--- src/design/cvg_div.sv ---
// Pipelined restoring divider, one quotient bit per stage.
module cvg_div #(
  parameter int NW = 26,
  parameter int DW = 10
) (
  input  logic          clk,
  input  logic          en,
  input  logic [NW-1:0] num,
  input  logic [DW-1:0] den,   // held steady while words are in flight
  output logic [NW-1:0] quo
);
  logic [DW-1:0] rem_r [NW];
  logic [NW-1:0] n_r   [NW];
  logic [NW-1:0] q_r   [NW];

  for (genvar k = 0; k < NW; k++) begin : g_stage
    logic [DW-1:0] rem_in;
    logic [NW-1:0] n_in;
    logic [NW-1:0] q_in;
    logic [DW:0]   trial;
    logic          qbit;
    if (k == 0) begin : g_first
      assign rem_in = '0;
      assign n_in   = num;
      assign q_in   = '0;
    end else begin : g_next
      assign rem_in = rem_r[k-1];
      assign n_in   = n_r[k-1];
      assign q_in   = q_r[k-1];
    end
    assign trial = {rem_in, n_in[NW-1]};
    assign qbit  = trial >= {1'b0, den};

    always_ff @(posedge clk) begin
      if (en) begin
        rem_r[k] <= qbit ? DW'(trial - {1'b0, den}) : trial[DW-1:0];
        n_r[k]   <= n_in << 1;
        q_r[k]   <= {q_in[NW-2:0], qbit};
      end
    end
  end

  assign quo = q_r[NW-1];
endmodule

--- config.mk ---
export PLATFORM = sky130hd
export DESIGN_NAME = cvg_div
export DESIGN_NICKNAME = d
export VERILOG_FILES = /design/src/design/cvg_div.sv
export SDC_FILE = /design/constraint.sdc
export NUM_CORES = 1
export LEC_CHECK = 0
export BUFFER_PORTS_ARGS = -buffer_cell sky130_fd_sc_hd__buf_2
export CAP_MARGIN = 20
export CORE_MARGIN = 2
export CORE_UTILIZATION = 30
export DETAILED_ROUTE_END_ITERATION = 8
export PLACE_DENSITY = 0.53
export SKIP_CTS_REPAIR_TIMING = 1
export SLEW_MARGIN = 20
export SYNTH_ARGS = -nofsm -noshare
export SYNTH_HDL_FRONTEND = slang
export SYNTH_SLANG_ARGS = --single-unit
--- constraint.sdc ---
create_clock -name clk -period 10.8 [get_ports clk]
set_input_delay 1.62 -clock clk [delete_from_list [all_inputs] [get_ports clk]]
set_output_delay 1.62 -clock clk [all_outputs]
set_load 0.02 [all_outputs]
=== Word level (Yosys, flattened, before mapping) ===
Memories as Yosys holds them, arrays and structs flattened.
Index checks and enable logic that the tools add are counted.

* Flip-flop bits (word level): 0
* Memory bits (writable): 1,586
* Bits of input ports: 38
* Output and inout bits: 26
* Logic and storage cells: 83
* Memories: 3

{| class="wikitable"
|+ Memories
! memory !! words !! width !! read ports !! clocked after Yosys merged registers in !! wr ports !! RTL line !! source
|-
| q_r || 26 || 26 || 26 || 0 || 26 || 14 || <nowiki>logic [NW-1:0] q_r [NW];</nowiki>
|-
| n_r || 26 || 25 || 25 || 0 || 26 || 13 || <nowiki>logic [NW-1:0] n_r [NW];</nowiki>
|-
| rem_r || 26 || 10 || 25 || 0 || 26 || 12 || <nowiki>logic [DW-1:0] rem_r [NW];</nowiki>
|}

* Add/sub/neg operators: 26
* Magnitude comparators: 26
* Muxes and demuxes: 28

{| class="wikitable"
|+ Operator list
! operator !! count
|-
| $ge A11 B10 Y1 || 25
|-
| $mux W10 || 26
|-
| $sub A10 B10 Y10 || 25
|-
| $ge A1 B10 Y1 || 1
|-
| $sub A1 B10 Y10 || 1
|-
| $mux W1 || 2
|}

=== Longest topological paths before layout ===
Gate-level depths: netlist (run 1).
An unclocked memory read counts as a cell.

* Depth in word-level cells: 3
* Mapped depth: 10
* Depth with buffers taken out: 10

=== Worst setup path after synthesis (run 1) ===
No wires, ideal clock.

* Path kind: in2reg
* From: input den[1]
* To: memory rem_r[15][5], in the netlist rem_r[3][35] (data pin)
* Library setup time: 260 ps
* Data arrival time: 4,943 ps
* Data required time: 10,540 ps
* Setup slack: 5,597 ps
* Stages: 9
* Path buffers: 1
* Path through: inv_1 -> ha_1 -> nor2b_1 -> o31a_1 -> o2111ai_1 -> nand3_1 -> o21ai_1 -> buf_4 -> mux2_2

{| class="wikitable"
|+ RTL lines
! element !! RTL line !! source
|-
| start: declaration || 9 || <nowiki>input logic [DW-1:0] den,</nowiki>
|-
| end: declaration || 12 ||
|}

==> results of run 1 <==
[layout make-up]
| class | instances | share of cell area [%] |
|---|---|---|
| repair buffers | 85 | 1.08 |
| multi-input cells | 1567 | 27.1 |
| flip-flops and latches | 926 | 58.2 |
| clock inverters | 71 | 2.45 |
| clock buffers | 124 | 5.69 |
| inverters | 105 | 0.824 |
| well taps | 1794 | 4.69 |
[power groups by stage]
stage / logic, mW / registers, mW / clock network, mW
floorplan: 3.40 / 5.21 / 0
global placement: 4.07 / 5.38 / 0
detailed placement: 4.12 / 5.36 / 0
CTS: 4.16 / 5.30 / 4.13
global route: 4.67 / 5.36 / 4.26
finish: 4.15 / 5.28 / 3.96
[Yosys cell counts (26+ instances only)]
cell type,number
xnor2_1,60
inv_1,105
mux2_1,82
o21ai_1,27
mux2_2,105
xor2_1,75
o21a_1,56
nor2_1,71
a211o_1,34
mux2i_1,35
a211oi_1,29
nand2_1,69
nand3_1,38
a21o_1,46
nor3_1,26
nand4_1,29
ha_1,252
edfxtp_1,926
a21oi_1,204
o21ai_0,82
[critical path: cells and delay by family]
kind / cells / cell delay (ps)
AND/OR/NAND/NOR: 2 / 350
AO/OA/AOI/OAI: 3 / 1290
multiplexers: 1 / 420
buffers and inverters: 3 / 1190
adder cells (fa/ha/maj): 1 / 370
[through the flow]
stage,hold WS (ps),area [µm²],total power [mW]
global placement,400,43900,9.45
detailed placement,405,43900,9.49
global route,394,47800,14.3
finish,388,47800,13.4
floorplan,400,41300,8.61
CTS,384,47800,13.6
[worst max path at each step]
stage	cells past startpoint	from	end
2_1_floorplan	9	den[1]	rem_r[3][35]
3_3_place_gp	10	den[1]	rem_r[4][13]
3_5_place_dp	10	den[1]	rem_r[3][31]
4_1_cts	10	den[1]	rem_r[5][18]
5_1_grt	10	den[1]	rem_r[4][18]
6_report	10	den[1]	rem_r[5][18]
[registers in the layout, summed over array words and instances (netlist names)]
signal	flops
q_r	351
n_r	325
rem_r	250
[routing by layer]
| metal | vias up | wire (µm) | GRT usage [%] |
|---|---|---|---|
| li1 | 10683 | - | - |
| met1 | 10618 | 34300 | 13.9 |
| met2 | 358 | 33500 | 16.5 |
| met3 | 153 | 2920 | 2.27 |
| met4 | 0 | 2400 | 3.96 |
| met5 | - | 0 | 0 |
[logic make-up (layout without fill, tap and decap cells)]
group / Yosys count / count (layout) / synth area share [%]
muxes: 237 / 237 / 6.49
AOI/OAI and AO/OA: 590 / 590 / 9.17
adders and majority gates: 276 / 276 / 8.79
and+or+nand+nor: 329 / 329 / 4.06
DFF: 926 / 926 / 67.3
xor gates and xnor gates: 135 / 135 / 2.86
buffers and inverters: 130 / 385 / 1.34
[cell usage in the layout (no fill, tap or decap), types with 13 or more instances in the layout]
cell type,count
clkinv_2,16
o21a_1,56
nand3_1,38
a211oi_1,29
nand4_1,29
nor2b_1,24
a21oi_1,204
mux2_1,82
xnor2_1,60
mux2i_1,35
clkinv_1,14
nor2_1,71
o31a_1,13
buf_2,62
edfxtp_1,926
clkbuf_1,18
mux2_2,105
mux2_4,15
o21ai_0,82
clkbuf_16,106
xor2_1,75
nand3b_1,19
nand2b_1,17
bufinv_16,27
buf_4,20
o21ai_1,26
nor3_1,26
a21o_1,46
a211o_1,34
fa_1,24
ha_1,252
inv_1,99
nand2_1,69
a31oi_1,20
o21bai_1,23
or3_1,24
==> impl_metrics.toml, run 1 <==
[cells_and_area]
antenna_cells = 0
fin_nets = 3105
multi_input_area_um2 = 13000
syn2layout_area_growth_pct = 15.7
drive_gt1_share_pct = 13.4
nFillCells = 13150
area.sequential_um2 = 27800
postLayoutCoreUtil_pct = 34.9
layoutNonFillerInstCount = 4672

[die]
fp.dieArea_um2 = 141000
core_um2 = 137000
die_h_um = 375
rows = 136
ios = 64
start_util_pct = 30.1
dieWidth_um = 375

[route]
drtPass1Iterations = 6
drc = 0
wirelength_um = 73100
postRouteAntennaNets = 0
viasPerCell = 4.67
first_iter_violations = 1601
wl_per_cell_um = 15.6
vias = 21812

[critical_path]
worst_path_max_delay_cell = "o21ai_1"
required_ps = 11230
critPathMaxStageDelay_ps = 820
startpoint_type = "input pin"
end_kind = "register"
critPathKind = "input pin to register"
r2r_cells = 7
crit_fanout = 37
r2r_slack_ps = 7590
timing.rr.end = "rem_r[1][31]"
r2r-start = "rem_r[1][20]"
worstPathCellList = "buf_2 > inv_2 > buf_4 > ha_1 > nor2b_1 > o31a_1 > o2111ai_1 > nand3_1 > o21ai_1 > mux2_2"
cp.arrival_ps = 5280

[placed_design]
io_buffers = 63
gp_congestion = 0.790
dp.cells = 4477
place_ws_ps = 5180
dpl.hpwl_um = 44300

[power]
vdd_drop_max_mv = 0.135
p_int_mw = 9.43
switching_share_pct = 29.6
p_sw_mw = 3.96
p_leak_nw = 17.3
p_seq_share_pct = 39.5
pwr-share-comb_pct = 31.0
p_clk_share_pct = 29.6
p_per_area_nw_per_um2 = 280

[outcome]
outcome = "finished clean"

[run]
maxCapViolCount = 0

[logic_synthesis]
syn-num-nets = 2937
syn_area_per_cell_um2 = 15.8
synth_seq_cells = 926
yosysTopAreaCellShare_pct = 67.3
synth_warnings = 0
yosys.cell_types.count = 61
ys_seq_area_share_pct = 67.3
synth_area_leaders = "edfxtp_1, ha_1, mux2_2"
synth_edf_count = 926
synth_area_um2 = 41300
synthCells = 2623
async_flop_share_pct = 0
synth_area_leader_cell = "edfxtp_1"
synth_ff_type = "edfxtp_1"

[global_route]
grt_pass1_vias = 21807
grt_usage_pct = 10.4
globalRouteOverflowTotal = 0
grt_max_degree = 133
antenna_found_initial = 2
grt_pass1_wl_um = 118000

[clock_tree]
cts_buffers = 106
cts.reportedPaths.clkPinSlew_ps = 60
clock_latency_ps = 720
htreeDepth = 3
clockBufferDepth = 3
clockRootBuffer = "clkbuf_16"
cts_tree = "yes"
cts_sinks = 926

[sta]
rsz0062_at_grt = "no"
drv_slew = 0
min_period_ps = 4850
clock.fmax_mhz = 206
hold_violations = 0
relSlewSlack_pct = 28.0
tightest_slew_ps = 1070
fin_crit_sh_pct = 44.9
fin_tns_setup_ps = 0
clock_skew_ps = 39.6
setup_violations = 0
setup_ws_ps = 5950

[hold_path]
min_to = "n_r[19][22]"
worstHoldPathType = "register to register"
min_path_cells = 0
hp-start = "n_r[18][21]"
Power figures use the tool's default switching activity.
==> inputs of run 2 (changes only) <==
--- a/config.mk
+++ b/config.mk
@@ -10,7 +10,7 @@
 export CORE_MARGIN = 2
 export CORE_UTILIZATION = 30
 export DETAILED_ROUTE_END_ITERATION = 8
-export PLACE_DENSITY = 0.53
+export PLACE_DENSITY = 0.55
 export SKIP_CTS_REPAIR_TIMING = 1
 export SLEW_MARGIN = 20
 export SYNTH_ARGS = -nofsm -noshare
==> constraint.sdc (replaced) <==
create_clock -name clk -period 3.9 [get_ports clk]
set_input_delay 0.585 -clock clk [delete_from_list [all_inputs] [get_ports clk]]
set_output_delay 0.585 -clock clk [all_outputs]
set_load 0.02 [all_outputs]
==> run 2 against run 1 <==
Final cell count grew 1.3%. Critical path depth is the same. Critical endpoint is now rem_r[2][28]. Clock power grew to 2.7 times the previous value.
==> impl_metrics.toml, run 2 (synthesis results as in run 1) <==
[sta]
min_period_ps = 2710
relSlewSlack_pct = 53.7
clock_skew_ps = 49.0
tightest_slew_ps = 695
drv_slew = 0
fin_crit_sh_pct = 69.5
clock.fmax_mhz = 369
setup_violations = 0
hold_violations = 0
fin_tns_setup_ps = 0
rsz0062_at_grt = "no"

[clock_tree]
clockBufferDepth = 3
cts_buffers = 105
cts_sinks = 926
cts.reportedPaths.clkPinSlew_ps = 60
htreeDepth = 3
clock_latency_ps = 730
cts_tree = "yes"
clockRootBuffer = "clkbuf_16"

[global_route]
globalRouteOverflowTotal = 0
grt_usage_pct = 10.5
grt_pass1_vias = 22017
antenna_found_initial = 4
grt_pass1_wl_um = 118000
grt_max_degree = 103

[route]
drtPass1Iterations = 5
drc = 0
wirelength_um = 74000
viasPerCell = 4.65
wl_per_cell_um = 15.6
postRouteAntennaNets = 0
first_iter_violations = 1178
vias = 22023

[critical_path]
crit_top_cell = "inv_1"
worstSetupStartpoint = "n_r[9][24]"
critPathKind = "register to register"
worst_path_max_delay_cell = "edfxtp_1"
r2r-start = "n_r[9][24]"
critPathMaxStageDelay_ps = 430
worstPathCellList = "inv_1 > ha_1 > inv_1 > fa_1 > a21o_1 > a21oi_1 > nor2b_1 > a2111oi_2 > xnor2_1 > mux2_4"
crit_fanout = 2
end_kind = "register"
r2r_cells = 10
required_ps = 4390
critPathCapture = "rem_r[2][28]"
r2r_slack_ps = 1190
startpoint_type = "register"
timing.rr.end = "rem_r[2][28]"
cp.arrival_ps = 3200

[cells_and_area]
area.sequential_um2 = 27800
nFillCells = 13017
syn2layout_area_growth_pct = 17.2
final_common_cell = "edfxtp_1"
layoutNonFillerInstCount = 4733
drive_gt1_share_pct = 14.4
antenna_cells = 0
multi_input_area_um2 = 13000
fin_area_um2 = 48400
largest_reg_flops = 351
largestRegisters = "q_r: 351 flops, n_r: 325 flops, rem_r: 250 flops"
largest_register = "q_r"
final_cell_mix = "edfxtp_1, ha_1, a21oi_1, clkbuf_16, mux2_2"
fin_nets = 3165

[die]
rows = 136
ios = 64
start_util_pct = 30.1
dieWidth_um = 375
fp.dieArea_um2 = 141000
die_h_um = 375
core_um2 = 137000

[power]
p_seq_share_pct = 39.6
vdd_drop_max_mv = 0.384
p_per_area_nw_per_um2 = 764
p_total_mw = 37.0
p_sw_mw = 11.1
p_leak_nw = 17.6
switching_share_pct = 29.9
p_int_mw = 25.9
p_clk_share_pct = 28.5
pwr-share-comb_pct = 31.9

[hold_path]
worstHoldPathType = "input pin to register"

[placed_design]
io_buffers = 63
dp.cells = 4519
gp_congestion = 0.831
dpl.hpwl_um = 45700
dpl_cell_area_um2 = 44500

[outcome]
outcome = "finished clean"

[run]
maxCapViolCount = 0
==> run 2: worst min-delay path by stage <==
stage / startpoint / to / cells past startpoint
detailed placement: n_r[9][13] / n_r[10][14] / 0
finish: num[16] / n_r[0][16] / 1
CTS: num[4] / n_r[0][4] / 1
floorplan: n_r[9][9] / n_r[10][10] / 0
global placement: n_r[12][23] / n_r[13][24] / 0
global route: num[23] / n_r[0][23] / 1
==> run 2: metal layers <==
metal | routed length, µm | global-route usage, %
met1 | 35000 | 13.8
met2 | 33500 | 16.6
met3 | 2910 | 2.42
met4 | 2580 | 4.17
met5 | 0 | 0
==> run 2: metrics by stage <==
step                hold slack [ps]  setup WS [ps]  utilization (%)
finish                         48.5           1190             35.3
global route                   3.14           1030             35.3
CTS                           -65.1           1150             35.2
detailed placement              405            542             32.4
global placement                400            599             32.4
floorplan                       400            119                -
==> run 2: power by group through the flow <==
stage	clock [mW]	combinational, mW	sequential, mW
after detailed placement	0	11.7	14.9
after global placement	0	11.6	14.9
final	10.5	11.8	14.7
after global routing	11.3	13.2	14.8
after floorplan	0	9.42	14.4
after CTS	11.0	11.9	14.7
==> run 2: final cells by class <==
class	instances	share of cell area, %
inverters	105	0.822
multi-input cells	1567	26.8
repair buffers	146	2.60
well taps	1794	4.64
flip-flops and latches	926	57.4
clock buffers	120	5.59
clock inverters	75	2.14
==> run 2: critical path: cells and delay by family (launching register included) <==
kind | cells | cell delay, ps
AND/OR/NAND/NOR | 1 | 90
adder cells (fa/ha/maj) | 2 | 600
AO/OA/AOI/OAI | 3 | 820
XOR/XNOR | 1 | 100
buffers and inverters | 2 | 180
multiplexers | 1 | 260
flip-flops | 1 | 430
