File: src/design/cvg_delay.sv
// Resettable shift line that carries sideband bits beside a pipeline.
module cvg_delay #(
  parameter int W     = 8,
  parameter int DEPTH = 4
) (
  input  logic         clk,
  input  logic         rst_n,
  input  logic         en,
  input  logic [W-1:0] din,
  output logic [W-1:0] dout
);
  logic [W-1:0] sr_r [DEPTH];

  always_ff @(posedge clk) begin
    if (!rst_n) begin
      for (int k = 0; k < DEPTH; k++) sr_r[k] <= '0;
    end else if (en) begin
      sr_r[0] <= din;
      for (int k = 1; k < DEPTH; k++) sr_r[k] <= sr_r[k-1];
    end
  end

  assign dout = sr_r[DEPTH-1];
endmodule

File: config.mk
export PLATFORM = sky130hd
export DESIGN_NAME = cvg_delay
export DESIGN_NICKNAME = d
export VERILOG_FILES = /design/src/design/cvg_delay.sv
export SDC_FILE = /design/constraint.sdc
export NUM_CORES = 1
export LEC_CHECK = 0
export BUFFER_PORTS_ARGS = -buffer_cell sky130_fd_sc_hd__buf_2
export CAP_MARGIN = 20
export CORE_MARGIN = 2
export CORE_UTILIZATION = 55
export CTS_BUF_LIST = sky130_fd_sc_hd__clkbuf_16
export CTS_CLUSTER_DIAMETER = 80
export DETAILED_ROUTE_END_ITERATION = 12
export GPL_TIMING_DRIVEN = 0
export PLACE_DENSITY = 0.85
export SLEW_MARGIN = 20
export SYNTH_ARGS = -nofsm -noshare
export SYNTH_HDL_FRONTEND = slang
export SYNTH_SLANG_ARGS = --single-unit
File: constraint.sdc
create_clock -name clk -period 2.6 [get_ports clk]
set_input_delay 0.13 -clock clk [delete_from_list [all_inputs] [get_ports clk]]
set_output_delay 0.13 -clock clk [all_outputs]
set_load 0.1 [all_outputs]
; Yosys cells after proc, flatten, opt, wreduce, memory -nomap -nowiden
; Memory sizes are Yosys's and may differ from the RTL's.
; Index checks and enable logic that the tools add are counted.
[totals]
ff_bits = 0
ram_bits = 32
out_inout_bits = 8
input_bits = 11
elab_cells = 13
n_memories = 1
[op_classes]
bitwise_logic = 4
n_mux = 8
[memory_table]
columns = memory, depth, width, rd, rd_clocked_by_memory_dff, write_ports, line
row1 = sr_r, 4, 8, 4, 0, 4, 12  ; logic [W-1:0] sr_r [DEPTH];
[ops]
columns = cell, count
row1 = 2-to-1 mux 8 bit, 4
row2 = 2-to-1 mux 1 bit, 4
row3 = OR 1 bit, 4

; Logic depth before layout (Yosys ltp)
; Gate-level depths: netlist (run 1).
[logic_depth]
depth_word = 4
depth_mapped = 2
depth_no_buf = 1

; Least setup slack after synthesis (run 1)
; Ideal clock, no wire load.
[synth_timing]
path_type = input-to-reg
startpoint = in rst_n
endpoint = mem sr_r[0][0] (enable)
path_buffers = 0
setup_ns = 0.390
t_arrival_ns = 0.915
setup_slack_ns = 1.295
cell_stages = 1
t_required_ns = 2.210
cell_sequence = or2b_1
[synth_rtl]
columns = element, line
row1 = start: declaration, 7  ; input logic rst_n,
row2 = end: declaration, 12

==> qor.tcl, run 1 <==
set qor(grt_first_pass_wirelength_um) 3030
set qor(number_of_flip_flops_and_latches_in_the_synthesized_netlist) 32
set qor(crit_path_start_kind) {register}
set qor(most_used_cells_in_the_layout_excluding_fill_and_tap_cells) {32 x and3_2, 32 x edfxtp_1, 21 x buf_2, 5 x clkbuf_16, 3 x clkbuf_2}
set qor(die_y_um) 51.5
set qor(synth.yosys.seq_area_share_pct) 77.6
set qor(core_area_um2) 2170
set qor(final_period_minus_worst_setup_slack_ps) 1130
set qor(routed_wl_um) 1780
set qor(dr_wl_met3_um) 96
set qor(report.power.total_uw) 1240
set qor(maxUsedRoutingLayer) {met4}
set qor(routabilityCongestion) 0.743
set qor(post_route_cells_drive_above_1_share_pct) 64.6
set qor(tightest_slew_ps) 680
set qor(fin_setup_tns_ps) 0
set qor(drt_iter0_markers) 8
set qor(design.portCount) 19
set qor(cts-htree-levels) 2
set qor(detail_route.first_pass.iterations) 4
set qor(clk_latency_ps) 270
set qor(numPortBuffers) 18
set qor(worstPathArrival_ps) 1000
set qor(synth_largest_type_area_fraction_pct) 77.6
set qor(yosys.area_share.xor_xnor_pct) 0
set qor(number_of_antenna_violations_at_the_first_check_in_global_routing) 0
set qor(pin_count_of_the_biggest_net_entering_global_routing) 33
set qor(tritoncts) {done}
set qor(syn_nets) 82
set qor(detail_route.vias_per_cell) 5.33
set qor(run_status) {completed}
set qor(setup_viol_count_final) 0
set qor(synth_area_um2) 1240
set qor(vias_in_the_first_global_route) 646
set qor(finalHoldViolations) 0
set qor(cts.repair.resized) 0
set qor(clock-skew-final_ps) 4.49
set qor(postSynthAreaPerCell_um2) 17.4
set qor(rsz_0062_raised_after_global_routing) {no}
set qor(cts_root_buffer) {clkbuf_16}
set qor(synth_compound_gate_area_share_pct) 0
set qor(critPathSlowestCell) {buf_2}
set qor(power_density_nw_per_um2) 827
set qor(path_delay_family) {buffers and inverters}
set qor(max_cap_viol_count) 0
set qor(tritoncts_num_sinks) 32
set qor(synth_largest_area_cell) {edfxtp_1}
set qor(vias) 661
set qor(yosys_warnings) 0
set qor(hold_ws_ps) 196
set qor(achievable-frequency_mhz) 883
set qor(setup_cp_type) {reg -> out}
set qor(post-cts-setup-buffer-count) 0
set qor(detailed_place_hpwl_um) 1120
set qor(p_leak_uw) 0.000693
set qor(fillers) 150
set qor(clk_pin_slew_worst_paths_ps) 50
set qor(worst-endpoint-required_ps) 2470
set qor(buf_inv_on_cp) 1
set qor(drc) 0
set qor(irDropWorstVdd_mv) 0.650
set qor(design.final.nets) 107
set qor(die_w_um) 51.5
set qor(std_cell_rows) 17
set qor(worst_slew_margin_rel_pct) 54.7
set qor(slew_viol_final) 0
set qor(met1_length_um) 746
set qor(num_antenna_cells) 0
set qor(cts-buffers-inserted) 5
set qor(yosys.area_share.simple_pct) 20.0
set qor(delay_of_the_slowest_cell_on_the_worst_path_ps) 420
set qor(min_period_over_period_pct) 43.5
set qor(ys_top_cells_by_area) {edfxtp_1 78%, and3_2 19%, buf_2 1.2%}
set qor(initial_core_util_pct) 57.1
set qor(cts-root-to-sink-buffers) 2
set qor(holdBufCountCts) 0
set qor(largest_reg_flops) 32
set qor(syn-instance-count) 71
set qor(hold_class) {in -> reg}
set qor(drtAntennaViolNets) 0
set qor(largest_registers) {sr_r x32}
set qor(synth_top_family_by_area) {simple AND/OR/NAND/NOR gates}
set qor(final_util_pct) 69.0
set qor(area_delta_synth_final_pct) 20.9
set qor(gr-usage-all-layers_pct) 16.9
set qor(crit_path_cell_trace) {buf_2}
set qor(globalRouteOverflowTotal) 0
set qor(register_with_the_most_flip_flops) {sr_r}
set qor(met2_wirelength_from_detailed_routing_um) 924
set qor(synth_adder_area_share_pct) 0
set qor(detail_routed_net_length_per_standard_cell_um) 14.3
set qor(floorplan.die_area_um2) 2650
set qor(critical_path.endpoint_type) {output port}
set qor(muxShareOfSynthArea_pct) 0
set qor(number_of_unique_standard_cell_types_used_by_synthesis) 5
set qor(crit_path_max_fanout) 1
power breakdown:
group          switching (uW)  total, uW  internal (uW)
sequential               7.62        614            607
combinational            84.7        110           25.5
clock                     174        514            340
Yosys cell counts, drive strengths merged:
cell / number
and3: 32
edfxtp: 32
buf: 3
clkbuf: 3
or2b: 1
logic make-up (layout without fill, tap and decap cells):
family | Yosys count | after routing
and+or+nand+nor | 33 | 33
DFF | 32 | 32
buffers and inverters | 6 | 31
path summary, 6_finish.rpt:
path	startpoint	end	slack, ps	cells after the start
max	sr_r[3][4]$_SDFFCE_PN0P_	dout[4]	1470	1
min	din[3]	sr_r[0][3]$_SDFFCE_PN0P_	200	2
max reg2reg	sr_r[2][4]$_SDFFCE_PN0P_	sr_r[3][4]$_SDFFCE_PN0P_	1760	1
min reg2reg	sr_r[1][0]$_SDFFCE_PN0P_	sr_r[2][0]$_SDFFCE_PN0P_	570	1
area by class of cell:
type,instances,area [um2],area share (%)
tap,28,35.0,2.34
clock inverter,2,7.51,0.501
buffer,6,30.0,2.01
timing repair buffer,18,90.1,6.02
sequential,32,961,64.2
multi-input combinational,33,249,16.6
clock buffer,5,125,8.35
through the flow:
step | setup WS [ps] | instance area (um2) | std cells
3_3_place_gp | 987 | 1360 | 117
2_1_floorplan | 1300 | 1240 | 71
6_report | 1470 | 1500 | 124
4_1_cts | 1190 | 1500 | 124
5_1_grt | 1430 | 1500 | 124
3_5_place_dp | 912 | 1360 | 117
metal layers:
metal,track usage (%),vias up
li1,-,321
met1,20.1,313
met2,26.5,25
met3,6.14,2
met4,9.21,0
met5,0,-
No activity file was read; power rests on OpenSTA's default activity.
==> inputs of run 2 (changes only) <==
--- a/config.mk
+++ b/config.mk
@@ -8,12 +8,12 @@
 export BUFFER_PORTS_ARGS = -buffer_cell sky130_fd_sc_hd__buf_2
 export CAP_MARGIN = 20
 export CORE_MARGIN = 2
-export CORE_UTILIZATION = 55
+export CORE_UTILIZATION = 49
 export CTS_BUF_LIST = sky130_fd_sc_hd__clkbuf_16
 export CTS_CLUSTER_DIAMETER = 80
 export DETAILED_ROUTE_END_ITERATION = 12
 export GPL_TIMING_DRIVEN = 0
-export PLACE_DENSITY = 0.85
+export PLACE_DENSITY = 0.8
 export SLEW_MARGIN = 20
 export SYNTH_ARGS = -nofsm -noshare
 export SYNTH_HDL_FRONTEND = slang
==> constraint.sdc (replaced) <==
create_clock -name clk -period 0.9 [get_ports clk]
set_input_delay 0.045 -clock clk [delete_from_list [all_inputs] [get_ports clk]]
set_output_delay 0.045 -clock clk [all_outputs]
set_load 0.1 [all_outputs]
==> qor.tcl, run 2 (synthesized netlist as in run 1, its figures left out) <==
set qor(largest_registers) {sr_r x32} ;# unchanged
set qor(core_area_um2) 2430 ;# was 2170 um2
set qor(crit_path_max_fanout) 1 ;# unchanged
set qor(die_w_um) 54.3 ;# was 51.5 um
set qor(routabilityCongestion) 0.646 ;# was 0.743
set qor(total_switching_power_uw) 817 ;# was 267 uW
set qor(clockPowerShare_pct) 42.1 ;# was 41.5%
set qor(power_switching_share_pct) 22.3 ;# was 21.5%
set qor(clk_pin_slew_worst_paths_ps) 50 ;# about the same
set qor(routed_wl_um) 1800 ;# was 1780 um
set qor(vias_in_the_first_global_route) 691 ;# was 646
set qor(rsz_0062_raised_after_global_routing) {yes} ;# was no
set qor(holdCritStartpoint) {din[0]} ;# was din[3]
set qor(globalRouteOverflowTotal) 0 ;# unchanged
set qor(detailed_place_hpwl_um) 1170 ;# was 1120 um
set qor(worst-endpoint-required_ps) 850 ;# was 2470 ps
set qor(gr-usage-all-layers_pct) 15.7 ;# was 16.9%
set qor(critical_path.endpoint_type) {output port} ;# unchanged
set qor(tritoncts) {done} ;# unchanged
set qor(worstReg2RegStart) {sr_r[1][7]$_SDFFCE_PN0P_} ;# was sr_r[2][4]$_SDFFCE_PN0P_
set qor(design.portCount) 19 ;# unchanged
set qor(worstPathArrival_ps) 850 ;# was 1000 ps
set qor(setup_viol_count_final) 0 ;# unchanged
set qor(numPortBuffers) 18 ;# unchanged
set qor(rr_worst_depth) 1 ;# unchanged
set qor(tritoncts_num_sinks) 32 ;# unchanged
set qor(drtAntennaViolNets) 0 ;# unchanged
set qor(critical_path.reg2reg.endpoint) {sr_r[2][7]$_SDFFCE_PN0P_} ;# was sr_r[3][4]$_SDFFCE_PN0P_
set qor(irDropWorstVdd_mv) 1.98 ;# was 0.650 mV
set qor(achievable-frequency_mhz) 1120
set qor(setup_cp_type) {reg -> out} ;# unchanged
set qor(die_y_um) 54.3 ;# was 51.5 um
set qor(share_seq_of_total_power_pct) 48.4 ;# was 49.6%
set qor(post_route_cells_drive_above_1_share_pct) 66.0 ;# was 64.6%
set qor(crit_path_cell_trace) {buf_6} ;# was buf_2
set qor(final_util_pct) 64.1 ;# was 69.0%
set qor(min_period_over_period_pct) 99.0
set qor(grt.met1_usage_pct) 13.9 ;# was 20.1%
set qor(slew_viol_final) 0 ;# unchanged
set qor(power.share.combinational_pct) 9.5 ;# was 8.9%
set qor(hold_class) {in -> reg} ;# unchanged
set qor(num_antenna_cells) 0 ;# unchanged
set qor(hold_ws_ps) 106 ;# was 196 ps
set qor(number_of_antenna_violations_at_the_first_check_in_global_routing) 0 ;# unchanged
set qor(grt_first_pass_wirelength_um) 2860 ;# was 3030 um
set qor(cts-htree-levels) 2 ;# unchanged
set qor(clk_latency_ps) 270 ;# about the same
set qor(detail_route.vias_per_cell) 5.24 ;# was 5.33
set qor(final_period_minus_worst_setup_slack_ps) 891
set qor(floorplan.die_area_um2) 2950 ;# was 2650 um2
set qor(path_delay_family) {flip-flops} ;# was buffers and inverters
set qor(r2r_slack_ps) 70 ;# was 1760 ps
set qor(p_leak_uw) 0.000710 ;# was 0.000693 uW
set qor(worst_slew_margin_rel_pct) 72.1 ;# was 54.7%
set qor(groute.layer.met2.usage_pct) 26.7 ;# was 26.5%
set qor(min_delay_path_depth) 2 ;# unchanged
set qor(detail_route.first_pass.iterations) 4 ;# unchanged
set qor(grt.busiest_layer) {met2} ;# unchanged
set qor(register_with_the_most_flip_flops) {sr_r} ;# unchanged
set qor(cts-buffers-inserted) 5 ;# unchanged
set qor(hold_path_end) {sr_r[0][0]$_SDFFCE_PN0P_} ;# was sr_r[0][3]$_SDFFCE_PN0P_
set qor(cts-root-to-sink-buffers) 2 ;# unchanged
set qor(cell_internal_pwr_uw) 2850 ;# was 972 uW
set qor(vias) 665 ;# was 661
set qor(gr-usage-met3_pct) 9.02 ;# was 6.14%
set qor(post-route-cell-area_um2) 1560 ;# was 1500 um2
set qor(tightest_slew_ps) 419 ;# was 680 ps
set qor(most_used_cells_in_the_layout_excluding_fill_and_tap_cells) {32 x and3_2, 32 x edfxtp_1, 13 x buf_2, 8 x buf_6, 5 x clkbuf_16} ;# was 32 x and3_2, 32 x edfxtp_1, 21 x buf_2, 5 x clkbuf_16, 3 x clkbuf_2
set qor(final_critical_path_setup_slack_ps) 8.55 ;# was 1470 ps
set qor(drt_iter0_markers) 12 ;# was 8
set qor(largest_reg_flops) 32 ;# unchanged
set qor(design.final.nets) 107 ;# unchanged
set qor(max_cap_viol_count) 0 ;# unchanged
set qor(delay_of_the_slowest_cell_on_the_worst_path_ps) 380 ;# was 420 ps
set qor(cts_root_buffer) {clkbuf_16} ;# unchanged
set qor(crit_path_start_kind) {register} ;# unchanged
set qor(drc) 0 ;# unchanged
set qor(initial_core_util_pct) 50.9 ;# was 57.1%
set qor(detail_routed_net_length_per_standard_cell_um) 14.2 ;# was 14.3 um
set qor(pre_cts_slack_ps) -121 ;# was 912 ps
set qor(buf_inv_on_cp) 1 ;# unchanged
set qor(dpl_cell_area_um2) 1370 ;# was 1360 um2
set qor(power_density_nw_per_um2) 2350 ;# was 827 nW/um2
set qor(run_status) {completed} ;# unchanged
set qor(area_delta_synth_final_pct) 25.9 ;# was 20.9%
set qor(report.power.total_uw) 3670 ;# was 1240 uW
set qor(pin_count_of_the_biggest_net_entering_global_routing) 33 ;# unchanged
set qor(clock-skew-final_ps) 3.81 ;# was 4.49 ps
set qor(finalHoldViolations) 0 ;# unchanged
set qor(std_cell_rows) 18 ;# was 17
set qor(critPathSlowestCell) {edfxtp_1} ;# was buf_2
==> run 2: cell types whose count changed in the layout (fill, tap and decap cells not counted) <==
cell and change:
or2b_4 +1, clkinv_2 +2, buf_6 +8, or2b_2 -1, buf_2 -8, clkinv_1 -1
==> run 2: metal layers <==
layer	wire length, um	vias up
met3	111	5
met4	54	0
li1	-	323
met1	709	314
met2	922	23
met5	0	-
==> run 2: through the flow <==
step / std cells / TNS (ps)
detailed placement: 119 / -3850
floorplan: 71 / -392
finish: 127 / 0
global route: 127 / -224
global placement: 119 / -2650
CTS: 127 / -13.4
==> run 2: worst max-delay path by stage <==
stage                                        start                  endpoint  slack [ps]  cells after the start
after detailed placement                     rst_n  sr_r[0][4]$_SDFFCE_PN0P_        -120                      2
after floorplan           sr_r[3][0]$_SDFFCE_PN0P_                   dout[0]         -50                      0
final                     sr_r[3][6]$_SDFFCE_PN0P_                   dout[6]           9                      1
after CTS                 sr_r[3][6]$_SDFFCE_PN0P_                   dout[6]          -5                      1
after global placement                       rst_n  sr_r[0][4]$_SDFFCE_PN0P_         -80                      2
after global routing      sr_r[3][6]$_SDFFCE_PN0P_                   dout[6]         -40                      1
==> run 2: layout make-up <==
class | count | area (um2)
flip-flops and latches | 32 | 961
fillers | 178 | 873
multi-input cells | 33 | 251
well taps | 30 | 37.5
plain buffers | 6 | 30.0
repair buffers | 18 | 140
clock inverters | 3 | 13.8
clock buffers | 5 | 125
==> run 2: power groups by stage <==
| stage | Sequential, uW | Clock [uW] | Combinational, uW |
|---|---|---|---|
| after global placement | 1790 | 0 | 311 |
| final | 1780 | 1550 | 348 |
| after global routing | 1780 | 1650 | 369 |
| after floorplan | 1960 | 0 | 89.3 |
| after detailed placement | 1800 | 0 | 323 |
| after CTS | 1780 | 1590 | 350 |
==> run 2: what timing repair did <==
item / in CTS / in global routing
hold buffers: 0 / 0
gates cloned: 0 / 0
setup buffers: 0 / 0
resized for setup: 16 / 0
endpoints found under the setup margin: 8 / 8
==> inputs of run 3 (changes only) <==
--- a/config.mk
+++ b/config.mk
@@ -5,6 +5,7 @@
 export SDC_FILE = /design/constraint.sdc
 export NUM_CORES = 1
 export LEC_CHECK = 0
+export ABC_AREA = 1
 export BUFFER_PORTS_ARGS = -buffer_cell sky130_fd_sc_hd__buf_2
 export CAP_MARGIN = 20
 export CORE_MARGIN = 2
==> qor.tcl, run 3 <==
set qor(run_status) {finished with violations} ;# was completed
set qor(failed_checks) {setup timing}
set qor(p_leak_uw) 0.000699 ;# was 0.000710 uW
set qor(tritoncts) {done} ;# unchanged
set qor(dp_cells) 150 ;# was 119
set qor(critical_path.endpoint_type) {output port} ;# unchanged
set qor(tightest_slew_ps) 719 ;# was 419 ps
set qor(register_with_the_most_flip_flops) {sr_r} ;# unchanged
set qor(cts_root_buffer) {clkbuf_16} ;# unchanged
set qor(number_of_flip_flops_and_latches_in_the_synthesized_netlist) 32 ;# unchanged
set qor(synth_common_cells) {33 x inv_1, 32 x edfxtp_1, 27 x nor2_2, 3 x buf_6, 3 x nor2_4} ;# was 32 x and3_2, 32 x edfxtp_1, 3 x buf_2, 3 x clkbuf_2, 1 x or2b_1
set qor(cts-buffers-inserted) 5 ;# unchanged
set qor(post-cts-setup-buffer-count) 0 ;# unchanged
set qor(design.final.nets) 138 ;# was 107
set qor(multi_input_combinational_cell_area_um2) 223 ;# was 251 um2
set qor(finalHoldViolations) 0 ;# unchanged
set qor(routabilityCongestion) 0.694 ;# was 0.646
set qor(crit_path_max_fanout) 1 ;# unchanged
set qor(post_route_cells_drive_above_1_share_pct) 46.9 ;# was 66.0%
set qor(setup_viol_count_final) 1 ;# was 0
set qor(power_density_nw_per_um2) 2240 ;# was 2350 nW/um2
set qor(die_w_um) 56.3 ;# was 54.3 um
set qor(design.portCount) 19 ;# unchanged
set qor(final_critical_path_setup_slack_ps) -3.14 ;# was 8.55 ps
set qor(irDropWorstVdd_mv) 2.79 ;# was 1.98 mV
set qor(gr-usage-all-layers_pct) 12.6 ;# was 15.7%
set qor(final_period_minus_worst_setup_slack_ps) 903 ;# was 891 ps
set qor(ys_top_cells_by_area) {edfxtp_1 72%, nor2_2 13%, inv_1 9.3%} ;# was edfxtp_1 78%, and3_2 19%, buf_2 1.2%
set qor(crit_path_start_kind) {register} ;# unchanged
set qor(hold_class) {in -> reg} ;# unchanged
set qor(achievable-frequency_mhz) 1110 ;# was 1120 MHz
set qor(cts-htree-levels) 2 ;# unchanged
set qor(fillers) 206 ;# was 178
set qor(largest_registers) {sr_r x32} ;# unchanged
set qor(tritoncts_num_sinks) 32 ;# unchanged
set qor(most_used_cells_in_the_layout_excluding_fill_and_tap_cells) {33 x inv_1, 32 x edfxtp_1, 27 x nor2_2, 11 x buf_6, 10 x buf_2} ;# was 32 x and3_2, 32 x edfxtp_1, 13 x buf_2, 8 x buf_6, 5 x clkbuf_16
set qor(floorplan.die_area_um2) 3170 ;# was 2950 um2
set qor(muxShareOfSynthArea_pct) 0 ;# unchanged
set qor(synth_enable_flop_cells) 32 ;# unchanged
set qor(synth_largest_area_cell) {edfxtp_1} ;# unchanged
set qor(crit_path_cell_trace) {buf_6} ;# unchanged
set qor(clk_latency_ps) 270 ;# about the same
set qor(ys.flop_type) {edfxtp_1} ;# unchanged
set qor(clock-skew-final_ps) 3.07 ;# was 3.81 ps
set qor(hold_ws_ps) 78.3 ;# was 106 ps
set qor(drt_iter0_markers) 9 ;# was 12
set qor(max_cap_viol_count) 0 ;# unchanged
set qor(worst-endpoint-required_ps) 850 ;# about the same
set qor(mostFrequentLayoutCell) {inv_1}
set qor(area_delta_synth_final_pct) 23.8 ;# was 25.9%
set qor(yosys.area_share.simple_pct) 16.4 ;# was 20.0%
set qor(vias_in_the_first_global_route) 695 ;# was 691
set qor(initial_core_util_pct) 53.1 ;# was 50.9%
set qor(worstPathArrival_ps) 860 ;# was 850 ps
set qor(yosys_warnings) 0 ;# unchanged
set qor(std_cell_rows) 18 ;# unchanged
set qor(detailed_place_hpwl_um) 1070 ;# was 1170 um
set qor(setup_cp_type) {reg -> out} ;# unchanged
set qor(vias) 686 ;# was 665
set qor(clk_pin_slew_worst_paths_ps) 50 ;# about the same
set qor(min_period_over_period_pct) 100 ;# was 99.0%
set qor(postSynthAreaPerCell_um2) 13.1 ;# was 17.4 um2
set qor(synth.yosys.seq_area_share_pct) 71.8 ;# was 77.6%
set qor(routed_wl_um) 1620 ;# was 1800 um
set qor(largest_reg_flops) 32 ;# unchanged
set qor(post-synth-top-count-cell) {inv_1}
set qor(yosys.area_share.xor_xnor_pct) 0 ;# unchanged
set qor(drc) 0 ;# unchanged
set qor(pin_count_of_the_biggest_net_entering_global_routing) 33 ;# unchanged
set qor(grt_first_pass_wirelength_um) 2770 ;# was 2860 um
set qor(cts-root-to-sink-buffers) 2 ;# unchanged
set qor(die_y_um) 56.3 ;# was 54.3 um
set qor(numPortBuffers) 18 ;# unchanged
set qor(number_of_antenna_violations_at_the_first_check_in_global_routing) 0 ;# unchanged
set qor(path_delay_family) {flip-flops} ;# unchanged
set qor(fin_setup_tns_ps) -3.14 ;# was 0 ps
set qor(synth_largest_type_area_fraction_pct) 71.8 ;# was 77.6%
set qor(detail_routed_net_length_per_standard_cell_um) 10.3 ;# was 14.2 um
set qor(holdBufCountCts) 0 ;# unchanged
set qor(rsz_0062_raised_after_global_routing) {yes} ;# unchanged
set qor(synth_top_family_by_area) {simple AND/OR/NAND/NOR gates} ;# unchanged
set qor(num_antenna_cells) 0 ;# unchanged
set qor(delay_of_the_slowest_cell_on_the_worst_path_ps) 390 ;# was 380 ps
set qor(detail_route.first_pass.iterations) 4 ;# unchanged
set qor(async_s_r_ff_share_synth_pct) 0 ;# unchanged
set qor(drtAntennaViolNets) 0 ;# unchanged
set qor(worst_slew_margin_rel_pct) 51.9 ;# was 72.1%
set qor(critPathSlowestCell) {edfxtp_1} ;# unchanged
set qor(syn-instance-count) 102 ;# was 71
set qor(synth_compound_gate_area_share_pct) 0 ;# unchanged
set qor(syn_nets) 113 ;# was 82
set qor(buf_inv_on_cp) 1 ;# unchanged
set qor(globalRouteOverflowTotal) 0 ;# unchanged
set qor(slew_viol_final) 0 ;# unchanged
set qor(number_of_unique_standard_cell_types_used_by_synthesis) 8 ;# was 5
set qor(detail_route.vias_per_cell) 4.34 ;# was 5.24
set qor(layoutNonFillerInstCount) 158 ;# was 127
set qor(report.power.total_uw) 3710 ;# was 3670 uW
set qor(core_area_um2) 2520 ;# was 2430 um2
set qor(register_area_um2) 961 ;# unchanged
set qor(final_util_pct) 65.7 ;# was 64.1%
set qor(synth_adder_area_share_pct) 0 ;# unchanged
set qor(synth_area_um2) 1340 ;# was 1240 um2
[run 3: changes by cell type in the layout (fill, tap and decap cells not counted), moves of 3 or more]
| cell | delta |
|---|---|
| buf_2 | -3 |
| buf_6 | +3 |
| nor2_4 | +3 |
| and3_2 | -32 |
| nor2_2 | +27 |
| inv_1 | +33 |
| clkbuf_2 | -3 |
[run 3: layer usage]
layer	vias to the layer above	GRT usage, %	wire (um)
met4	0	8.16	52
met1	306	10.7	604
li1	353	-	-
met3	4	7.60	111
met2	23	21.5	852
met5	-	0	0
[run 3: timing repair]
action                     CTS  global route
pin swaps                    0             0
gates resized for setup     16             0
setup endpoints to repair    8             8
[run 3: final timing paths]
kind / from / end / slack, ps / cells after the start
max: sr_r[3][2]$_SDFFCE_PN0P_ / dout[2] / -3 / 1
min: din[5] / sr_r[0][5]$_SDFFCE_PN0P_ / 80 / 3
max reg2reg: sr_r[1][6]$_SDFFCE_PN0P_ / sr_r[2][6]$_SDFFCE_PN0P_ / 160 / 2
min reg2reg: sr_r[2][3]$_SDFFCE_PN0P_ / sr_r[3][3]$_SDFFCE_PN0P_ / 550 / 2
[run 3: power by group]
part / internal (uW) / switching [uW]
clock: 999 / 540
combinational: 104 / 290
sequential: 1750 / 27.3
total: 2850 / 858
[run 3: final cells by class]
type,count,share of cell area [%]
buffer,3,2.04
clock buffer,5,7.55
clock inverter,3,0.830
inverter,33,7.47
multi-input combinational,34,13.4
sequential,32,58.0
tap,30,2.26
timing repair buffer,18,8.45
[run 3: tightest hold or removal path, stage by stage]
cell	delay, ps
buf_2	80
inv_1	30
nor2_2	80
[run 3: stage by stage]
| step | cell area [um2] | setup slack (ps) |
|---|---|---|
| floorplan | 1340 | -49.0 |
| global placement | 1470 | -170 |
| detailed placement | 1470 | -226 |
| CTS | 1660 | -25.7 |
| global route | 1660 | -37.7 |
| finish | 1660 | -3.14 |
[run 3: kinds of logic (layout without fill, tap and decap cells)]
| family | count (synthesis) | count (layout) |
|---|---|---|
| simple gates | 34 | 34 |
| flops | 32 | 32 |
| buf+inv | 36 | 62 |
